<file path="config.mk">
export PLATFORM = sky130hd
export DESIGN_NAME = tcp_segment_overlap_trim
export DESIGN_NICKNAME = d
export VERILOG_FILES = /design/src/design/tsot_pkg.sv /design/src/design/tsot_judge.sv /design/src/design/tcp_segment_overlap_trim.sv
export VERILOG_INCLUDE_DIRS = /design/src /design/src/design
export SDC_FILE = /design/constraint.sdc
export NUM_CORES = 1
export LEC_CHECK = 0
export BUFFER_PORTS_ARGS = -buffer_cell sky130_fd_sc_hd__buf_2
export CAP_MARGIN = 40
export CORE_MARGIN = 10
export CORE_UTILIZATION = 30
export CTS_CLUSTER_SIZE = 12
export DETAILED_ROUTE_END_ITERATION = 7
export GPL_TIMING_DRIVEN = 0
export PLACE_DENSITY_LB_ADDON = 0.25
export SYNTH_ARGS = -nofsm -noshare
export SYNTH_HDL_FRONTEND = slang
export SYNTH_SLANG_ARGS = --single-unit
export TNS_END_PERCENT = 100
</file>
<file path="constraint.sdc">
create_clock -name i_clk -period 11.6 [get_ports i_clk]
set_input_delay 1.74 -clock i_clk [delete_from_list [all_inputs] [get_ports i_clk]]
set_output_delay 1.74 -clock i_clk [all_outputs]
set_load 0.03 [all_outputs]
</file>
<file path="src/design/tcp_segment_overlap_trim_macros.svh">
// Assertion macros shared by the overlap trim block.
// No dependencies; include by bare file name.
`ifndef TCP_SEGMENT_OVERLAP_TRIM_MACROS_SVH
`define TCP_SEGMENT_OVERLAP_TRIM_MACROS_SVH

// Check c in the same cycle whenever a holds.
`define TSOT_ASSERT_NOW(label, clk, rst_n, a, c) \
    label: assert property (@(posedge clk) disable iff (!rst_n) (a) |-> (c)) \
        else $error("tsot: same-cycle check failed");

// Check c in the cycle after a holds.
`define TSOT_ASSERT_NEXT(label, clk, rst_n, a, c) \
    label: assert property (@(posedge clk) disable iff (!rst_n) (a) |=> (c)) \
        else $error("tsot: next-cycle check failed");

`endif

</file>
<file path="src/design/tsot_pkg.sv">
// Shared types and verdict codes for the TCP segment overlap trim block.
// No dependencies.
package tsot_pkg;

    localparam int SEQ_W  = 32;
    localparam int SIZE_W = 16;
    localparam int VERD_W = 3;

    localparam logic [VERD_W-1:0] V_NO_OVL_AFTER  = 3'd0;
    localparam logic [VERD_W-1:0] V_NO_OVL_BEFORE = 3'd1;
    localparam logic [VERD_W-1:0] V_SUBSET        = 3'd2;
    localparam logic [VERD_W-1:0] V_FRONT_TRIM    = 3'd3;
    localparam logic [VERD_W-1:0] V_UNDER         = 3'd4;
    localparam logic [VERD_W-1:0] V_OLD_INSIDE    = 3'd5;

    typedef struct packed {
        logic              kind;
        logic [SEQ_W-1:0]  base_seq;
        logic [SEQ_W-1:0]  new_seq;
        logic [SIZE_W-1:0] new_size;
        logic [SIZE_W-1:0] new_offset;
        logic [SEQ_W-1:0]  old_seq;
        logic [SIZE_W-1:0] old_size;
    } t_seg_in;

    typedef struct packed {
        logic [VERD_W-1:0] verdict;
        logic [SIZE_W-1:0] overlap_bytes;
        logic [SEQ_W-1:0]  out_seq;
        logic [SIZE_W-1:0] out_size;
        logic [SIZE_W-1:0] out_offset;
    } t_seg_out;

endpackage

</file>
<file path="src/design/tsot_judge.sv">
// Overlap classification and trim arithmetic for one segment pair.
// Purely combinational; uses tsot_pkg.
module tsot_judge
    import tsot_pkg::*;
(
    input  t_seg_in  i_seg,
    output t_seg_out o_res
);

    logic [SEQ_W-1:0]  rs, re, os, oe, sg, eg;
    logic [SEQ_W-1:0]  new_sz32, old_sz32;
    logic [SEQ_W-1:0]  cnt_under, cnt_tail;
    logic [SEQ_W-1:0]  count;
    logic [VERD_W-1:0] verdict;
    logic              front;
    logic              cut_size;
    logic              eg_le0;

    assign new_sz32 = {{(SEQ_W-SIZE_W){1'b0}}, i_seg.new_size};
    assign old_sz32 = {{(SEQ_W-SIZE_W){1'b0}}, i_seg.old_size};

    // Relative positions against the base, all mod 2^32
    assign rs = i_seg.new_seq - i_seg.base_seq;
    assign os = i_seg.old_seq - i_seg.base_seq;
    assign re = rs + new_sz32 - 32'd1;
    assign oe = os + old_sz32 - 32'd1;
    assign sg = rs - os;
    assign eg = re - oe;
    assign eg_le0 = (eg == '0) || eg[SEQ_W-1];

    // Overlap counts formed without the base: re-os+1 and oe-rs+1
    assign cnt_under = (i_seg.new_seq - i_seg.old_seq) + new_sz32;
    assign cnt_tail  = (i_seg.old_seq - i_seg.new_seq) + old_sz32;

    always_comb begin
        verdict  = V_NO_OVL_AFTER;
        count    = '0;
        front    = 1'b0;
        cut_size = 1'b0;
        if (oe < rs) begin
            verdict = V_NO_OVL_AFTER;
        end else if (os > re) begin
            if (!i_seg.kind) begin
                verdict = V_NO_OVL_BEFORE;
            end else begin
                verdict = V_UNDER;
                count   = new_sz32;
            end
        end else if (sg == '0) begin
            if (eg_le0) begin
                verdict = V_SUBSET;
                count   = new_sz32;
            end else begin
                verdict = V_FRONT_TRIM;
                count   = old_sz32;
                front   = 1'b1;
            end
        end else if (sg[SEQ_W-1]) begin
            if (eg_le0) begin
                verdict = V_UNDER;
                if (!i_seg.kind) begin
                    count    = cnt_under;
                    cut_size = 1'b1;
                end else begin
                    count = new_sz32;
                end
            end else if (!i_seg.kind) begin
                verdict = V_OLD_INSIDE;
                count   = old_sz32;
            end else begin
                verdict = V_FRONT_TRIM;
                count   = cnt_tail;
                front   = 1'b1;
            end
        end else begin
            if (eg_le0) begin
                verdict = V_SUBSET;
                count   = new_sz32;
            end else begin
                verdict = V_FRONT_TRIM;
                count   = cnt_tail;
                front   = 1'b1;
            end
        end
    end

    always_comb begin
        o_res.verdict       = verdict;
        o_res.overlap_bytes = count[SIZE_W-1:0];
        o_res.out_seq       = front ? i_seg.new_seq + count : i_seg.new_seq;
        o_res.out_size      = (front || cut_size) ? i_seg.new_size - count[SIZE_W-1:0]
                                                  : i_seg.new_size;
        o_res.out_offset    = front ? i_seg.new_offset + count[SIZE_W-1:0]
                                    : i_seg.new_offset;
    end

endmodule

</file>
<file path="src/design/tcp_segment_overlap_trim.sv">
// TCP segment overlap trim: from input accept to result valid the item passes
// the input register, then the result register. Throughput: one item per cycle
// unless the output stalls. The two registers form a stall-aware pipeline, so a
// new item is taken while a finished result still waits downstream.
// Reset (synchronous, active low) empties both stages; payload is not cleared.
// Depends on tsot_pkg, tsot_judge and tcp_segment_overlap_trim_macros.svh.
`include "tcp_segment_overlap_trim_macros.svh"

module tcp_segment_overlap_trim
    import tsot_pkg::*;
(
    input  logic              i_clk,
    input  logic              i_rst_n,
    // input item channel
    input  logic              i_in_valid,
    output logic              o_in_stall,
    input  logic              i_kind,
    input  logic [SEQ_W-1:0]  i_base_seq,
    input  logic [SEQ_W-1:0]  i_new_seq,
    input  logic [SIZE_W-1:0] i_new_size,
    input  logic [SIZE_W-1:0] i_new_offset,
    input  logic [SEQ_W-1:0]  i_old_seq,
    input  logic [SIZE_W-1:0] i_old_size,
    // result item channel
    output logic              o_out_valid,
    input  logic              i_out_stall,
    output logic [VERD_W-1:0] o_verdict,
    output logic [SIZE_W-1:0] o_overlap_bytes,
    output logic [SEQ_W-1:0]  o_out_seq,
    output logic [SIZE_W-1:0] o_out_size,
    output logic [SIZE_W-1:0] o_out_offset
);

    // Stage 1: captured input item
    logic     r_s1_valid, n_s1_valid;
    t_seg_in  r_s1_seg;
    // Stage 2: finished result
    logic     r_out_valid, n_out_valid;
    t_seg_out r_out_res;

    t_seg_out judge_res;
    logic     out_load;
    logic     s1_load;

    // The result register can take a new item when it is empty or draining.
    assign out_load = !r_out_valid || !i_out_stall;
    // Stage 1 frees up when it is empty or its item moves to the result register.
    assign s1_load  = !r_s1_valid || out_load;
    assign o_in_stall = !s1_load;

    tsot_judge u_judge (
        .i_seg (r_s1_seg),
        .o_res (judge_res)
    );

    always_comb begin
        n_s1_valid  = r_s1_valid;
        n_out_valid = r_out_valid;
        if (s1_load) begin
            n_s1_valid = i_in_valid;
        end
        if (out_load) begin
            n_out_valid = r_s1_valid;
        end
    end

    // Control state: clear both stages on reset.
    always_ff @(posedge i_clk) begin
        if (!i_rst_n) begin
            r_s1_valid  <= 1'b0;
            r_out_valid <= 1'b0;
        end else begin
            r_s1_valid  <= n_s1_valid;
            r_out_valid <= n_out_valid;
        end
    end

    // Payload: capture the item on accept, hold otherwise.
    always_ff @(posedge i_clk) begin
        if (s1_load && i_in_valid) begin
            r_s1_seg.kind       <= i_kind;
            r_s1_seg.base_seq   <= i_base_seq;
            r_s1_seg.new_seq    <= i_new_seq;
            r_s1_seg.new_size   <= i_new_size;
            r_s1_seg.new_offset <= i_new_offset;
            r_s1_seg.old_seq    <= i_old_seq;
            r_s1_seg.old_size   <= i_old_size;
        end
    end

    // Advance the judged result; hold it while downstream stalls.
    always_ff @(posedge i_clk) begin
        if (out_load && r_s1_valid) begin
            r_out_res <= judge_res;
        end
    end

    assign o_out_valid     = r_out_valid;
    assign o_verdict       = r_out_res.verdict;
    assign o_overlap_bytes = r_out_res.overlap_bytes;
    assign o_out_seq       = r_out_res.out_seq;
    assign o_out_size      = r_out_res.out_size;
    assign o_out_offset    = r_out_res.out_offset;

    // An item leaving stage 1 shows up as a valid result next cycle.
    `TSOT_ASSERT_NEXT(a_s1_to_out, i_clk, i_rst_n, r_s1_valid && out_load, o_out_valid)
    // Stall upstream only when both stages are full and the output is blocked.
    `TSOT_ASSERT_NOW(a_stall_cause, i_clk, i_rst_n, o_in_stall,
        r_s1_valid && r_out_valid && i_out_stall)
    // A no-overlap verdict never counts bytes.
    `TSOT_ASSERT_NOW(a_no_ovl_zero, i_clk, i_rst_n,
        o_out_valid && (o_verdict == V_NO_OVL_AFTER || o_verdict == V_NO_OVL_BEFORE),
        o_overlap_bytes == '0)

endmodule
</file>
=== After elaboration in Yosys (flattened, before gate mapping) ===
Index checks and enable logic that the tools add are counted.

* Register bits after elaboration: 230
* Input bits: 149
* Output and inout port bits: 85

* Add/subtract/negate cells: 15
* Muxes and demuxes: 33
* $lt $le $gt $ge: 2
* Reductions and logical operators: 12

{| class="wikitable"
|+ Operators by type and width
! operator !! count
|-
| 32-bit two-way mux || 9
|-
| 32-bit subtractor || 6
|-
| 32-bit by 16-bit adder with 32-bit output || 4
|-
| 32-bit zero test || 2
|-
| 16-bit two-way mux || 4
|-
| 32-bit by 1-bit subtractor with 32-bit output, second input constant || 2
|-
| 32-bit adder || 1
|-
| 32-bit > comparator || 1
|-
| 32-bit < comparator || 1
|-
| 3-bit two-way mux || 6
|-
| 16-bit adder || 1
|-
| 16-bit subtractor || 1
|-
| 1-bit two-way mux || 14
|-
| 1-bit zero test || 4
|-
| 1-bit logical OR || 4
|-
| 1-bit logical AND || 2
|}

=== Longest topological paths before layout ===
* Depth in word-level cells: 13
* Depth in mapped cells: 69

=== By module ===
A second synthesis with hierarchy kept.

* Cells, all modules: 3131
* Area, all modules: 26917.1 µm²

{| class="wikitable"
|+ By module, submodules not included
! module !! area each (µm²) !! instances !! cells an instance
|-
| tsot_judge || 19986.7 || 1 || 2895
|-
| tcp_segment_overlap_trim || 6930.4 || 1 || 236
|}

=== Worst setup path after synthesis ===
No wires, ideal clock.

* Kind: register to register
* Start point: reg r_s1_seg[80] in the netlist's numbering
* End point: reg r_out_res, in the netlist o_out_seq[30], data pin
* Setup slack: -0.747 ns
* Period minus slack after synthesis: 12.347 ns
* Arrival time: 12.081 ns
* Setup time: 0.266 ns
* Cell stages (with the launch flop): 66
* Data required time: 11.334 ns
* Path buffers: 1
* Cells stage by stage: edfxtp_1 inv_1 ha_1 fa_1 nor2b_1 o21ai_1 o21ai_1 a21oi_2 a211oi_2 ha_1 inv_1 ha_1 a211o_1 or3_1 o21ai_0 o21ai_0 a31oi_1 a311o_1 [... 30 more ...] nor2b_1 o21ai_0 a21boi_0 o21ai_0 a21boi_0 o21a_1 o21ai_0 a21oi_1 o211ai_1 a31oi_1 nand4_1 and4_1 o31ai_1 o41ai_1 o21bai_1 a21oi_1 xor2_1 o21ai_0

{| class="wikitable"
|+ RTL lines
! element !! RTL line !! source
|-
| start, declared || tcp_segment_overlap_trim.sv:36 || <nowiki>t_seg_in r_s1_seg;</nowiki>
|-
| end signal, assigned || tcp_segment_overlap_trim.sv:94 || <nowiki>r_out_res <= judge_res;</nowiki>
|-
| end, declared || tcp_segment_overlap_trim.sv:39 || <nowiki>t_seg_out r_out_res;</nowiki>
|}

==> flow_summary.ini <==
[finish]
utilization_pct = 38.1
regArea_um2 = 6890
num-fill-cells = 9063
drive_above_1_share_pct = 23.0
area_delta_synth_final_pct = 25.8
num_antenna_cells = 0
multiInputGateArea_um2 = 20200
design_area_um2 = 34300
fin_nets = 4242

[clock_network]
clock-root-buffer = clkbuf_16
cts.sinks = 230
ctsHoldBuffers = 0
cts_tree = yes
cts_buffer_depth = 3
clk_pin_slew_ps = 60
htree_levels = 1
cts_made_buffers = 25
clock_latency_ps = 590

[global_routing]
grt_pass1_wl_mm = 144
grt_pass1_vias = 25000
gr-usage-met3_pct = 2.31
antenna_found_initial = 5
grt_max_degree = 33
grt.total_usage_pct = 17.7
grt.met2_usage_pct = 29.3
grt_busiest_layer = met2
grt_util_met1_pct = 23.6
overflow = 0

[yosys]
ys_seq_area_share_pct = 25.2
synth_ff_type = edfxtp_1
ys_ff_latch = 230
yosysWarningCount = 0
ys_async_sr_fraction_pct = 0
syn-cell-area_um2 = 27300
syn-num-nets = 3752
post-synth-top-area-fraction_pct = 25.1
yosys.area.top_type = edfxtp_1
synth_area_leaders = edfxtp_1 (25%), ha_1 (19%), inv_1 (6.2%)
synth_edf_count = 228
synth_cells = 3156
postSynthAreaPerCell_um2 = 8.65
yosys.cell_types.count = 98

[placement]
place_congestion = 0.890
hpwl_mm = 77.2
dp_slack_ps = -5150
postPlaceCellArea_um2 = 30300
numPortBuffers = 233

[detailed_routing]
drc = 0
totalWireLength_mm = 94.8
drtIter0Drc = 1646
ant_nets = 0
dr_total_vias = 25100
wire_per_inst_um = 19.6
avgViaCountPerCell = 5.19
drt_pass1_iterations = 6

[sta]
fin_crit_ps = 13470
setup_tns_ps = -38750
fmax_mhz = 74.3
hold_viol = 0
rsz0062_at_grt = yes
worstMarginPinSlew_ps = 902
fin_crit_sh_pct = 116
skew_ps = 31.3
slew_headroom_pct = 39.6
drv_slew = 0
setup_slack_ps = -1870
setup_violations = 46

[worst_setup_path]
path_max_fanout = 7
slowest_stage = fa_2
crit_path_frequent_cell = a21oi_2
end_kind = flop
critPathKind = flop to flop
crit_arrival_ps = 13780
cpPeakStageDelay_ps = 440
cp-start-kind = flop
crit_required_ps = 11910

[die]
die-area_um2 = 103000
die_y_um = 322
initial_utilization_pct = 30.3
coreArea_um2 = 90100
row_count = 110
io_pins = 234
die_w_um = 322

[job]
drv_cap = 0

[outcome]
violations = negative setup slack
status = finished, violations left

[worst_hold_path]
min_path_type = flop to flop
[final timing paths]
| kind | from | endpoint | slack [ps] | depth (start not counted) |
|---|---|---|---|---|
| worst min register to register | r_s1_valid | o_out_valid | 520 | 2 |
| worst min-delay path | r_s1_valid | o_out_valid | 520 | 2 |
| worst max-delay path | r_s1_seg[16] | o_out_seq[31] | -1870 | 66 |
| worst max register to register | r_s1_seg[16] | o_out_seq[31] | -1870 | 66 |
[stage by stage]
step | hold slack (ps) | std cells
floorplan | 466 | 3156
global placement | 484 | 4565
detailed placement | 508 | 4579
CTS | 524 | 4811
global route | 548 | 4835
finish | 519 | 4835
[cells in the final DEF (no fill, tap or decap), drive strengths merged, types with 8 or more instances in the layout]
cell     count
mux2i       10
xor2        86
o22ai       11
o311ai      10
nand3b       8
nand2b      48
o31ai       32
o2111ai      8
ha         407
o211ai      48
nor3        67
nor2b       37
a211oi      36
clkbuf      56
nand4       20
and4         8
edfxtp     228
nor2       188
and2        29
o21ai      190
a2111oi     17
a32oi       12
nand2      211
a21oi      222
o21bai      37
or2         19
and3        39
fa          40
xnor2      152
nor4        19
buf        481
o21a        55
a22oi       10
inv        453
nand3       49
o211a        8
a21o       108
or3         33
a21boi      15
a31oi       26
[cell type report]
cell class | instances | area share (%)
plain buffers | 38 | 0.565
clock buffers | 30 | 1.88
clock inverters | 10 | 0.328
inverters | 451 | 4.94
multi-input cells | 2431 | 58.8
flip-flops and latches | 230 | 20.1
well taps | 1176 | 4.29
repair buffers | 469 | 9.12
[critical path, delay by kind of cell (launching register included)]
family	cells	cell delay, ps
AO/OA/AOI/OAI	28	5710
AND/OR/NAND/NOR	21	3950
adder cells (fa/ha/maj)	5	1420
buffers and inverters	8	950
XOR/XNOR	3	440
flip-flops	1	400
multiplexers	1	310
[metal layers]
metal / wire [um] / vias up
met4: 3110 / 10
li1: - / 12400
met2: 43100 / 645
met3: 4810 / 137
met5: 57 / -
met1: 43700 / 11900
[sequential cells by signal (all words and copies together) (netlist names)]
| signal | count |
|---|---|
| o_overlap_bytes | 16 |
| o_out_offset | 16 |
| o_verdict | 3 |
| o_out_size | 16 |
| r_s1_valid | 1 |
| r_s1_seg | 145 |
| o_out_seq | 32 |
| o_out_valid | 1 |
[cells by family after synthesis]
| group | count (synthesis) | synth area share [%] |
|---|---|---|
| flops | 230 | 25.2 |
| mux | 22 | 1.11 |
| fa+ha+maj | 454 | 21.9 |
| simple gates | 794 | 14.3 |
| compound gates | 921 | 22.6 |
| xor+xnor | 240 | 7.98 |
| buf+inv | 495 | 6.85 |
[timing repair]
action | 4_1_cts | 5_1_grt
gates resized for setup | 284 | 105
setup endpoints to repair | 83 | 61
pin swaps | 150 | 97
setup buffers | 207 | 33
hold endpoints to repair | 0 | 0
[synth_stat cells (33+ instances only)]
cell type and number:
o21ai_0 183, a21o_1 107, nor2_1 187, nand3_1 49, ha_1 407, nand2_1 211, a21oi_1 221, or3_1 33
and3_1 39, o21a_1 55, fa_1 40, inv_1 451, nor3_1 65, nand2b_1 48, nor2b_1 37, o21bai_1 36
edfxtp_1 228, xnor2_1 149, o211ai_1 48, xor2_1 84
Power is left out: the tool's default activity adds up to more than one toggle a clock period on the data nets, which glitch-free logic cannot reach.
